[src/design/task_control_table_core_macros.svh]
// Assertion macros used by the task control table core.
`ifndef TASK_CONTROL_TABLE_CORE_MACROS_SVH
`define TASK_CONTROL_TABLE_CORE_MACROS_SVH
`ifndef SYNTHESIS
// Same-cycle implication, disabled while reset is held.
`define TCT_ASSERT_NOW(label, clk, rst_n, ante, cons) \
    label: assert property (@(posedge clk) disable iff (!rst_n) (ante) |-> (cons)) \
        else $error("task control table: same-cycle check failed");
// Next-cycle implication, disabled while reset is held.
`define TCT_ASSERT_NEXT(label, clk, rst_n, ante, cons) \
    label: assert property (@(posedge clk) disable iff (!rst_n) (ante) |=> (cons)) \
        else $error("task control table: next-cycle check failed");
`else
`define TCT_ASSERT_NOW(label, clk, rst_n, ante, cons)
`define TCT_ASSERT_NEXT(label, clk, rst_n, ante, cons)
`endif
`endif

[src/design/tct_pkg.sv]
// Shared constants, codes and structs of the task control table.
package tct_pkg;

    localparam int TABLE_DEPTH = 8;
    localparam int IDX_W       = (TABLE_DEPTH > 1) ? $clog2(TABLE_DEPTH) : 1;
    localparam int ID_W        = $clog2(TABLE_DEPTH + 1);
    localparam int OUT_ID_W    = 4;
    localparam int KIND_W      = 3;
    localparam int TID_W       = 8;
    localparam int WK_W        = 4;
    localparam int WO_W        = 32;
    localparam int IN_DATA_W   = 48;
    localparam int OUT_DATA_W  = 56;

    typedef enum logic [KIND_W-1:0] {
        OP_CREATE = 3'd0,
        OP_SETCUR = 3'd1,
        OP_BLOCK  = 3'd2,
        OP_STOP   = 3'd3,
        OP_WAKE   = 3'd4,
        OP_GET    = 3'd5
    } op_t;

    typedef enum logic [1:0] {
        ST_READY   = 2'd0,
        ST_RUNNING = 2'd1,
        ST_BLOCKED = 2'd2,
        ST_STOPPED = 2'd3
    } slot_state_t;

    typedef enum logic {
        CS_IDLE = 1'b0,
        CS_EXEC = 1'b1
    } ctl_state_t;

    // Command broadcast to every cell of the row.
    typedef struct packed {
        logic              fire;
        op_t               op;
        logic              tgt_ok;
        logic [IDX_W-1:0]  tgt_idx;
        logic              cur_ok;
        logic [IDX_W-1:0]  cur_idx;
        logic              setcur_ok;
        slot_state_t       init;
        logic [WK_W-1:0]   wk;
        logic [WO_W-1:0]   wo;
    } cell_cmd_t;

    // Contents of one slot as seen from outside the cell.
    typedef struct packed {
        logic              active;
        slot_state_t       state;
        logic [WK_W-1:0]   wk;
        logic [WO_W-1:0]   wo;
    } cell_stat_t;

endpackage

[src/design/tct_cell.sv]
// One task slot of the table, with its link in the first-match claim chain.
module tct_cell
    import tct_pkg::*;
(
    input  logic             clk,
    input  logic             rst_n,
    input  logic [IDX_W-1:0] slot_idx,
    input  cell_cmd_t        cmd,
    input  logic             claim_in,
    output logic             claim_out,
    output logic             take,
    output cell_stat_t       stat
);

    logic              active_reg, active_next;
    slot_state_t       state_reg, state_next;
    logic [WK_W-1:0]   wk_reg, wk_next;
    logic [WO_W-1:0]   wo_reg, wo_next;
    logic              cand;
    logic              is_tgt;
    logic              is_cur;

    always_comb
    begin
        is_tgt = cmd.tgt_ok && (cmd.tgt_idx == slot_idx) && active_reg;
        is_cur = cmd.cur_ok && (cmd.cur_idx == slot_idx);
        case (cmd.op)
            OP_CREATE: cand = !active_reg;
            OP_WAKE:   cand = active_reg && (state_reg == ST_BLOCKED) &&
                              (wk_reg == cmd.wk) && (wo_reg == cmd.wo);
            default:   cand = 1'b0;
        endcase
        // earlier cells win; pass the claim on down the row
        take      = cand && !claim_in;
        claim_out = claim_in || cand;

        active_next = active_reg;
        state_next  = state_reg;
        wk_next     = wk_reg;
        wo_next     = wo_reg;
        if (cmd.fire)
        begin
            case (cmd.op)
                OP_CREATE:
                begin
                    if (take)
                    begin
                        active_next = 1'b1;
                        state_next  = cmd.init;
                        wk_next     = '0;
                        wo_next     = '0;
                    end
                end
                OP_SETCUR:
                begin
                    if (cmd.setcur_ok)
                    begin
                        if (is_tgt)
                            state_next = ST_RUNNING;
                        else if (is_cur && state_reg == ST_RUNNING)
                            state_next = ST_READY;
                    end
                end
                OP_BLOCK:
                begin
                    if (is_tgt && cmd.wk != '0 && cmd.wo != '0)
                    begin
                        state_next = ST_BLOCKED;
                        wk_next    = cmd.wk;
                        wo_next    = cmd.wo;
                    end
                end
                OP_STOP:
                begin
                    if (is_tgt)
                    begin
                        state_next = ST_STOPPED;
                        wk_next    = '0;
                        wo_next    = '0;
                    end
                end
                OP_WAKE:
                begin
                    if (take)
                    begin
                        state_next = ST_READY;
                        wk_next    = '0;
                        wo_next    = '0;
                    end
                end
                default:
                begin
                end
            endcase
        end

        stat.active = active_reg;
        stat.state  = state_reg;
        stat.wk     = wk_reg;
        stat.wo     = wo_reg;
    end

    always_ff @(posedge clk or negedge rst_n)
    begin
        if (!rst_n)
            active_reg <= 1'b0;
        else
            active_reg <= active_next;
    end

    // slot payload is only read once the slot has been created
    always_ff @(posedge clk)
    begin
        state_reg <= state_next;
        wk_reg    <= wk_next;
        wo_reg    <= wo_next;
    end

endmodule

[src/design/task_control_table_core.sv]
// Top level of the task control table: command register, cell row and result register.
//
// Usage: one operation enters on the s_axis channel; the kind (create, set
// current, block, stop, wake, get) rides on tuser, its operands on tdata.
// Each operation gives exactly one result item on m_axis, carrying the status
// flag, the created, woken or read id, the entry read by get, the running
// task and the number of active slots after the operation.
// The block takes one item at a time: the next item is accepted only after
// the previous one executes. An item passes through the command register,
// then an execute step over the row of slot cells (the first-free and wake
// searches ripple through the row) that loads the result register.
// Reset clears every slot to inactive and the running task to none; no
// clearing pass is needed, so the block is ready right after reset.
// Receiver stall: the result register holds its item until m_axis_tready;
// a waiting command holds in the command register, and the input stays
// stalled until the result register frees up.
`include "task_control_table_core_macros.svh"
module task_control_table_core
    import tct_pkg::*;
(
    input  logic                  clk,
    input  logic                  rst_n,
    input  logic                  s_axis_tvalid,
    output logic                  s_axis_tready,
    // tdata: task_id[7:0], initial_state[9:8], wait_class[13:10],
    //        wait_target[45:14], zero fill[47:46]
    input  logic [IN_DATA_W-1:0]  s_axis_tdata,
    // tuser: kind[2:0]
    input  logic [KIND_W-1:0]     s_axis_tuser,
    output logic                  m_axis_tvalid,
    input  logic                  m_axis_tready,
    // tdata: ok[0], result_id[4:1], entry_state[6:5], entry_wait_class[10:7],
    //        entry_wait_target[42:11], running_task[46:43],
    //        active_count[50:47], zero fill[55:51]
    output logic [OUT_DATA_W-1:0] m_axis_tdata
);

    ctl_state_t              state_reg, state_next;
    op_t                     op_reg;
    logic [TID_W-1:0]        tid_reg;
    slot_state_t             init_reg;
    logic [WK_W-1:0]         wk_reg;
    logic [WO_W-1:0]         wo_reg;
    logic [ID_W-1:0]         cur_reg, cur_next;
    logic                    out_valid_reg, out_valid_next;
    logic [OUT_DATA_W-1:0]   out_data_reg, out_data_next;

    logic                    fire;
    logic                    out_free;
    logic [TID_W-1:0]        tid_m1;
    logic [ID_W-1:0]         cur_m1;
    cell_cmd_t               cmd;
    logic [TABLE_DEPTH:0]    claim;
    logic [TABLE_DEPTH-1:0]  take_vec;
    logic [TABLE_DEPTH-1:0]  active_vec;
    cell_stat_t              stat [TABLE_DEPTH];
    cell_stat_t              tgt_stat;
    logic                    tgt_live;
    logic                    ok;
    logic [ID_W-1:0]         rid;
    logic [ID_W-1:0]         found_id;
    logic [ID_W-1:0]         cnt;
    slot_state_t             es;
    logic [WK_W-1:0]         ewk;
    logic [WO_W-1:0]         ewo;

    // ---------------- handshake and control ----------------
    assign s_axis_tready = (state_reg == CS_IDLE);
    assign out_free      = !out_valid_reg || m_axis_tready;
    assign fire          = (state_reg == CS_EXEC) && out_free;
    assign m_axis_tvalid = out_valid_reg;
    assign m_axis_tdata  = out_data_reg;

    always_comb
    begin
        state_next = state_reg;
        case (state_reg)
            CS_IDLE: if (s_axis_tvalid) state_next = CS_EXEC;
            CS_EXEC: if (out_free)      state_next = CS_IDLE;
            default: state_next = CS_IDLE;
        endcase
    end

    always_ff @(posedge clk or negedge rst_n)
    begin
        if (!rst_n)
            state_reg <= CS_IDLE;
        else
            state_reg <= state_next;
    end

    // Capture the command; it holds until the execute cycle fires.
    always_ff @(posedge clk)
    begin
        if (s_axis_tvalid && s_axis_tready)
        begin
            op_reg   <= op_t'(s_axis_tuser);
            tid_reg  <= s_axis_tdata[7:0];
            init_reg <= slot_state_t'(s_axis_tdata[9:8]);
            wk_reg   <= s_axis_tdata[13:10];
            wo_reg   <= s_axis_tdata[45:14];
        end
    end

    // ---------------- command broadcast ----------------
    assign tid_m1 = tid_reg - TID_W'(1);
    assign cur_m1 = cur_reg - ID_W'(1);

    always_comb
    begin
        cmd.fire    = fire;
        cmd.op      = op_reg;
        cmd.tgt_ok  = (tid_reg != '0) && (tid_reg <= TID_W'(TABLE_DEPTH));
        cmd.tgt_idx = tid_m1[IDX_W-1:0];
        cmd.cur_ok  = (cur_reg != '0);
        cmd.cur_idx = cur_m1[IDX_W-1:0];
        cmd.init    = init_reg;
        cmd.wk      = wk_reg;
        cmd.wo      = wo_reg;
        tgt_stat    = stat[cmd.tgt_idx];
        tgt_live    = cmd.tgt_ok && tgt_stat.active;
        // target must be an active ready or running task
        cmd.setcur_ok = tgt_live &&
                        (tgt_stat.state == ST_READY || tgt_stat.state == ST_RUNNING);
    end

    // ---------------- row of slot cells ----------------
    assign claim[0] = 1'b0;

    for (genvar i = 0; i < TABLE_DEPTH; i++)
    begin : g_cell
        tct_cell u_cell (
            .clk       (clk),
            .rst_n     (rst_n),
            .slot_idx  (IDX_W'(i)),
            .cmd       (cmd),
            .claim_in  (claim[i]),
            .claim_out (claim[i+1]),
            .take      (take_vec[i]),
            .stat      (stat[i])
        );
        assign active_vec[i] = stat[i].active;
    end

    // ---------------- result assembly ----------------
    always_comb
    begin
        found_id = '0;
        cnt      = '0;
        for (int i = 0; i < TABLE_DEPTH; i++)
        begin
            if (take_vec[i])
                found_id = ID_W'(i + 1);
            cnt = cnt + ID_W'(active_vec[i]);
        end

        ok       = 1'b0;
        rid      = '0;
        es       = ST_READY;
        ewk      = '0;
        ewo      = '0;
        cur_next = cur_reg;
        case (op_reg)
            OP_CREATE:
            begin
                ok  = claim[TABLE_DEPTH];
                rid = found_id;
                // the new slot counts after the operation
                cnt = cnt + ID_W'(claim[TABLE_DEPTH]);
            end
            OP_SETCUR:
            begin
                ok = cmd.setcur_ok;
                if (cmd.setcur_ok)
                    cur_next = ID_W'(tid_reg);
            end
            OP_BLOCK:
                ok = tgt_live && (wk_reg != '0) && (wo_reg != '0);
            OP_STOP:
                ok = tgt_live;
            OP_WAKE:
            begin
                ok  = claim[TABLE_DEPTH];
                rid = found_id;
            end
            OP_GET:
            begin
                if (tgt_live)
                begin
                    ok  = 1'b1;
                    rid = ID_W'(tid_reg);
                    es  = tgt_stat.state;
                    ewk = tgt_stat.wk;
                    ewo = tgt_stat.wo;
                end
            end
            default:
            begin
            end
        endcase

        out_data_next = {5'd0, OUT_ID_W'(cnt), OUT_ID_W'(cur_next), ewo, ewk, es,
                         OUT_ID_W'(rid), ok};

        out_valid_next = out_valid_reg;
        if (m_axis_tready)
            out_valid_next = 1'b0;
        if (fire)
            out_valid_next = 1'b1;
    end

    always_ff @(posedge clk or negedge rst_n)
    begin
        if (!rst_n)
        begin
            cur_reg       <= '0;
            out_valid_reg <= 1'b0;
        end
        else
        begin
            if (fire)
                cur_reg <= cur_next;
            out_valid_reg <= out_valid_next;
        end
    end

    // hold the result item until the receiver takes it
    always_ff @(posedge clk)
    begin
        if (fire)
            out_data_reg <= out_data_next;
    end

    // ---------------- assertions ----------------
    // at most one slot is claimed by a create or wake search
    `TCT_ASSERT_NOW(a_one_claim, clk, rst_n, fire, $onehot0(take_vec))
    // the running task always names an active slot
    `TCT_ASSERT_NOW(a_cur_active, clk, rst_n, cur_reg != '0, active_vec[cmd.cur_idx])
    // slots are never freed
    `TCT_ASSERT_NEXT(a_no_free, clk, rst_n, 1'b1,
        $countones(active_vec) >= $past($countones(active_vec)))
    // an executed item always leaves a result waiting
    `TCT_ASSERT_NEXT(a_fire_result, clk, rst_n, fire, out_valid_reg)

endmodule
[config.mk]
export PLATFORM = sky130hd
export DESIGN_NAME = task_control_table_core
export DESIGN_NICKNAME = d
export VERILOG_FILES = /design/src/design/tct_pkg.sv /design/src/design/tct_cell.sv /design/src/design/task_control_table_core.sv
export VERILOG_INCLUDE_DIRS = /design/src /design/src/design
export SDC_FILE = /design/constraint.sdc
export NUM_CORES = 1
export LEC_CHECK = 0
export BUFFER_PORTS_ARGS = -buffer_cell sky130_fd_sc_hd__buf_2
export CAP_MARGIN = 10
export CORE_MARGIN = 10
export CORE_UTILIZATION = 55
export CTS_CLUSTER_SIZE = 8
export DETAILED_ROUTE_END_ITERATION = 10
export GPL_TIMING_DRIVEN = 0
export PLACE_DENSITY = 0.73
export SETUP_SLACK_MARGIN = 0.1
export SLEW_MARGIN = 30
export SYNTH_ARGS = -nofsm -noshare
export SYNTH_HDL_FRONTEND = slang
export SYNTH_SLANG_ARGS = --single-unit
[constraint.sdc]
create_clock -name clk -period 11.1 [get_ports clk]
set_clock_uncertainty 0.2 [all_clocks]
set_input_delay 1.665 -clock clk [delete_from_list [all_inputs] [get_ports clk]]
set_output_delay 1.665 -clock clk [all_outputs]
set_load 0.01 [all_outputs]
* Word level (Yosys, flattened, before mapping)
Index checks and enable logic that the tools add are counted.
** Word-level totals
- Bits in latches :: 0
- Memories kept :: 0
- Word-level logic and storage cells :: 464
- Bits in registers :: 418
- Bits in writable memories :: 0
- Input bits :: 55
- ROM bits :: 0
- Output and inout port bits :: 58
** Operators by class
- $add $sub $neg :: 10
- Magnitude comparators :: 2
- Shifts and indexed selects :: 0
- Bitwise gates (word level) :: 2
- Reduce and logical (&&, ||, !) cells :: 148
- Muxes and demuxes :: 159
- Div/mod/pow operators :: 0
- Eq/ne operators :: 101
- Multipliers :: 0
** Operators by type and width (number)
- 32-bit two-way mux :: 24
- 32-bit case mux with 3 select lines :: 8
- 32-bit == test :: 8
- 4-bit two-way mux :: 35
- 39-bit binary-select mux with 3-bit select :: 1
- 2-bit two-way mux :: 56
- 4-bit case mux with 3 select lines :: 8
- 1-bit logical AND :: 86
- 2-bit by 1-bit != test with 1-bit output, second input constant :: 40
- 2-bit case mux with 5 select lines :: 8
- 39-bit two-way mux :: 2
- 8-bit AND reduction :: 8
- 5-bit AND reduction :: 8
- 4-bit == test :: 8
- 32-bit nonzero test :: 1
- 3-bit == test, second input constant :: 10
- 3-bit by 1-bit != test with 1-bit output, second input constant :: 8
- 3-bit AND reduction :: 8
- 4-bit by 1-bit adder with 4-bit output :: 5
- 2-bit by 1-bit == test with 1-bit output, second input constant :: 9
- 3-bit by 2-bit == test with 1-bit output, second input constant :: 6
- 1-bit case mux with 2 select lines :: 9
- 2-bit == test, second input constant :: 8
- 1-bit zero test :: 16
- 23 further kinds :: 42

* Logic depth before layout (Yosys ltp)
- Depth in word-level cells :: 15
- Mapped depth :: 13
- Depth with buffers taken out :: 11

* By module
From an unflattened synthesis, not the netlist that was laid out.
** Unflattened totals
- Cells, all modules :: 1908
- Area total of the unflattened synthesis :: 23695.2 um2
** Modules (own cells, without submodules)
- tct_cell :: sequential area each 1166.1 um2, area each 2160.8 um2, cells an instance 183, times used 8
- task_control_table_core :: sequential area each 3153.0 um2, area each 6408.6 um2, cells an instance 444, times used 1

* Least setup slack after synthesis
Ideal clock, no wire load.
- Kind :: input to register
- Start :: input m_axis_tready
- End :: register g_cell[7].u_cell.wk_reg[0] (enable)
- Path buffers :: 0
- Required time :: 10.416 ns
- Path slack :: 4.738 ns
- Arrival :: 5.678 ns
- Stages :: 5
- Library setup time :: 0.484 ns
- Path through :: nand2b_1 -> nand2_1 -> inv_2 -> o21ai_0 -> a211oi_1
** RTL lines
- from (decl) :: line task_control_table_core.sv:31 : input logic m_axis_tready,
- to (signal assigned) :: line tct_cell.sv:115 : wk_reg <= wk_next;
- to (decl) :: line tct_cell.sv:17 : logic [WK_W-1:0] wk_reg, wk_next;

* Worst setup path in the final report
- Start :: register tid_reg[0]
- End :: register out_data_reg[9] (netlist: m_axis_tdata[9]) (data pin)
** Between the ends
- Cells in the longest elaborated chain, start to end :: 7
- Elaborated cells between the ends (all ways) :: 10
- Classes of those cells :: add/sub (1); order compare (1); mux (3); bitwise (1); reduce/logical (4)
** Ends and longest elaborated chain
- from (decl) :: line task_control_table_core.sv:40 : logic [TID_W-1:0] tid_reg;
- from (signal assigned) :: line task_control_table_core.sv:98 : tid_reg <= s_axis_tdata[7:0];
- 3-bit by 1-bit subtractor with 3-bit output :: line task_control_table_core.sv:106 : assign tid_m1 = tid_reg - TID_W'(1);
- 3-bit NOT with 4-bit output (implied by the code) :: line task_control_table_core.sv:120 : tgt_stat = stat[cmd.tgt_idx];
- 39-bit binary-select mux with 3-bit select :: line task_control_table_core.sv:120
- 39-bit two-way mux (implied by the code) (2 in series) :: line task_control_table_core.sv:120
- 1-bit logical AND :: line task_control_table_core.sv:121 : tgt_live = cmd.tgt_ok && tgt_stat.active;
- 2-bit AND reduction (no source line)
- to (signal assigned) :: line task_control_table_core.sv:231 : out_data_reg <= out_data_next;
- to (decl) :: line task_control_table_core.sv:46 : logic [OUT_DATA_W-1:0] out_data_reg, out_data_next;
Several ways; a longest one is shown, not always the timed one. The select of a mux whose other input is x is not followed.
A chain may end at the register's enable or synchronous reset.

==> summary.txt <==
STA
  • Setup TNS after final layout: 0 ps
  • Relative slew slack: 0.273
  • Transition time at the pin with the least slew margin: about 1100 ps
  • Max Transition Viols Final: 0
  • Min cycle time layout: roughly 5000 ps
  • Number of hold-slack violations in the final timing report: 0
  • RSZ-0062 raised after global routing: false
  • Endpoints failing setup: 0
  • Maximum frequency from static timing analysis: slightly above 200 MHz
  • Period utilisation layout: 0.439

Clock network
  • CTS tree: yes
  • Post-cts gate resize count: 0
  • Clock tree sinks: approximately 420
  • Skew-Pair Late Insertion Delay: ~620 ps
  • Clock slew at the register clock pins of the worst setup and hold paths: roughly 50 ps
  • Post-CTS setup-driven buffer insertion count: 0
  • Number of buffers inserted during clock tree synthesis: 58
  • H-tree Lvls: 2
  • Maximum buffer depth of the clock tree: 3
  • Root Buffer Master: clkbuf_16
  • Hold buffers post-CTS: 0

Critical path
  • Critical Path AT: between 5000 and 6000 ps
  • Data required time at the worst endpoint: roughly 11000 ps
  • Category of the critical setup timing path: reg -> reg
  • Element type at the critical path start: flop
  • Type of element capturing the critical path: flop
  • Highest net fanout along the worst path: 10

Placed design
  • Routability cong.: between 1 and 1.5
  • DPL Wire Length: 50.7 mm
  • Buffers on Ports: between 100 and 150

Synth
  • Average instance area after synthesis: between 10 and 15 um^2
  • Unique masters post-synth: 52
  • Synthesized netlist cell count: between 1000 and 1500
  • Cell Area, Synth: slightly above 20000 um^2
  • Most instantiated flip-flop cell in the synthesis netlist: edfxtp_1
  • Sequential element share of the synthesized area: 0.617
  • Number of synthesized flops with an enable pin: slightly above 400
  • Yosys synthesis warning count: 0
  • Fraction of registers with async set or reset after synthesis: 0.0335
  • Register bit count reported by yosys: 418

Floorplanning
  • Core box area: about 36000 um^2
  • Floorplan die width: ~210 um
  • Count of boundary I/O pins: ~110
  • Effective utilization at floorplan: 0.555
  • Row Count: 70
  • Area of the die: ~45000 um^2
  • Die Height: ~210 um

Finish
  • Util after Layout: 0.647
  • Max FFs per register: between 200 and 300
  • Total Nets Final: around 1700
  • Number of antenna cells inserted: 0
  • Signed area change from the synthesized netlist to the final layout: 16.6%
  • Share of cells above drive strength 1: 0.220

Route
  • Drc violations: 0
  • Routed wire length: between 60 and 70 mm
  • First-iteration detailed-routing DRC count: 2129
  • Wire length per cell after detailed routing: about 33 um
  • Post-route antenna net violation count: 0
  • DRT Pass-1 Iters: 6
  • Total number of vias: about 14000
  • Via-per-instance ratio: roughly 6.6

Min path
  • Path type of the worst min-delay path: reg -> reg

GRT
  • Combined global-route utilization of all metal layers: 0.304
  • Wire length of the first global-routing pass: between 90 and 100 mm
  • Pin count of the biggest net entering global routing: 60
  • Vias in the first global route: 13300
  • Initial antenna violation count: 0
  • Gr ovfl total: 0

Pwr
  • Leakage power: 7.85 nW
  • Pwr Density: 221 nW/um^2
  • Peak supply drop: approximately 0.15 mV
  • Total design power: ~5.2 mW

Run status
  • Run status: completed

Job
  • Max-capacitance violation count: 0
==> report_power, final <==
group | leakage [nW] | internal, mW | total [mW] | switching [mW]
Sequential | 3.91 | 2.04 | 2.15 | 0.108
Combinational | 3.17 | 0.515 | 1.46 | 0.943
Clock | 0.767 | 0.961 | 1.59 | 0.631
==> layout by cell type (no fill, tap or decap), types with 5 or more instances in the layout <==
cell	n
nand4b_1	12
ha_1	10
buf_6	8
inv_1	13
a21oi_1	53
edfxtp_1	404
dfrtp_1	14
nand2b_1	6
xor2_1	41
clkbuf_1	34
o21ai_0	18
buf_4	8
xnor2_1	253
nand3_1	22
conb_1	5
buf_2	146
mux4_2	78
buf_16	16
nand2_1	121
nor4_1	39
o21ai_1	6
a21oi_4	5
clkbuf_16	59
and2_1	36
buf_8	6
nand4_1	71
nor2_1	49
or3_1	7
==> final cells by class <==
| cell class | count | area [um^2] |
|---|---|---|
| fillers | 2617 | 12900 |
| clock inverters | 3 | 58.8 |
| multi-input cells | 888 | 7370 |
| well taps | 468 | 586 |
| inverters | 14 | 55.1 |
| repair buffers | 129 | 1080 |
| flip-flops and latches | 418 | 12500 |
| plain buffers | 81 | 432 |
| clock buffers | 69 | 1510 |
==> stage by stage <==
| stage | hold WS (ps) | setup slack (ps) | cells | instance area, um^2 |
|---|---|---|---|---|
| 5_1_grt | 348 | 6190 | 2070 | 23600 |
| 6_report | 316 | 6230 | 2070 | 23600 |
| 3_3_place_gp | 290 | 733 | 1974 | 21300 |
| 4_1_cts | 318 | 6390 | 2070 | 23600 |
| 3_5_place_dp | 306 | 5880 | 1998 | 22000 |
| 2_1_floorplan | 304 | 4740 | 1401 | 20200 |
==> cell usage after synthesis (7+ instances only) <==
library cell,instances,share of area
xnor2_1,253,0.11
nand4_1,71,0.022
buf_4,8,0.0030
nor4_1,39,0.012
buf_2,38,0.0094
nand2_1,121,0.022
mux4_2,78,0.087
or3_1,7,0.0022
edfxtp_1,404,0.60
clkbuf_1,24,0.0045
nor2_1,51,0.0095
o21ai_0,18,0.0045
a21oi_1,59,0.015
and2_1,36,0.011
dfrtp_1,14,0.017
inv_1,13,0.0024
ha_1,10,0.0062
xor2_1,41,0.018
nand3_1,22,0.0054
nand4b_1,12,0.0052
==> critical path, cell delays in order, from the launching register on <==
cell and delay, ps:
edfxtp_1 410, buf_6 190, buf_2 420, buf_2 460, inv_1 160, ha_1 320
buf_6 130, clkbuf_1 670, clkbuf_1 810, mux4_2 360, nand2_1 50, a21oi_1 410
==> logic make-up after synthesis <==
logic type / count (synthesis) / synth area share
buf+inv: 95 / 0.0237
compound gates: 101 / 0.0284
fa+ha+maj: 14 / 0.0101
flops: 418 / 0.617
simple gates: 387 / 0.100
other cells: 1 / 0.000185
xor+xnor: 294 / 0.127
mux: 87 / 0.0926
==> routing by layer <==
layer | vias up | GRT usage | wire length (um)
li1 | 5593 | - | -
met3 | 156 | 0.0710 | 8200
met2 | 1000 | 0.467 | 31200
met4 | 0 | 0.126 | 2720
met1 | 6850 | 0.410 | 25300
met5 | - | 0 | 0
==> path summary, 6_finish.rpt <==
path                                          endpoint  depth (start not counted)  slack, ps           from
max                                    m_axis_tdata[9]                         11       6230     tid_reg[0]
min                                      m_axis_tvalid                          2        320  m_axis_tvalid
max reg2reg                            m_axis_tdata[9]                         11       6230     tid_reg[0]
min reg2reg                              m_axis_tvalid                          2        320  m_axis_tvalid
max in group asynchronous  g_cell[1].u_cell.active_reg                          1       9700          rst_n
min in group asynchronous                   cur_reg[2]                          1        740          rst_n
(Power assumes the default switching activity.)
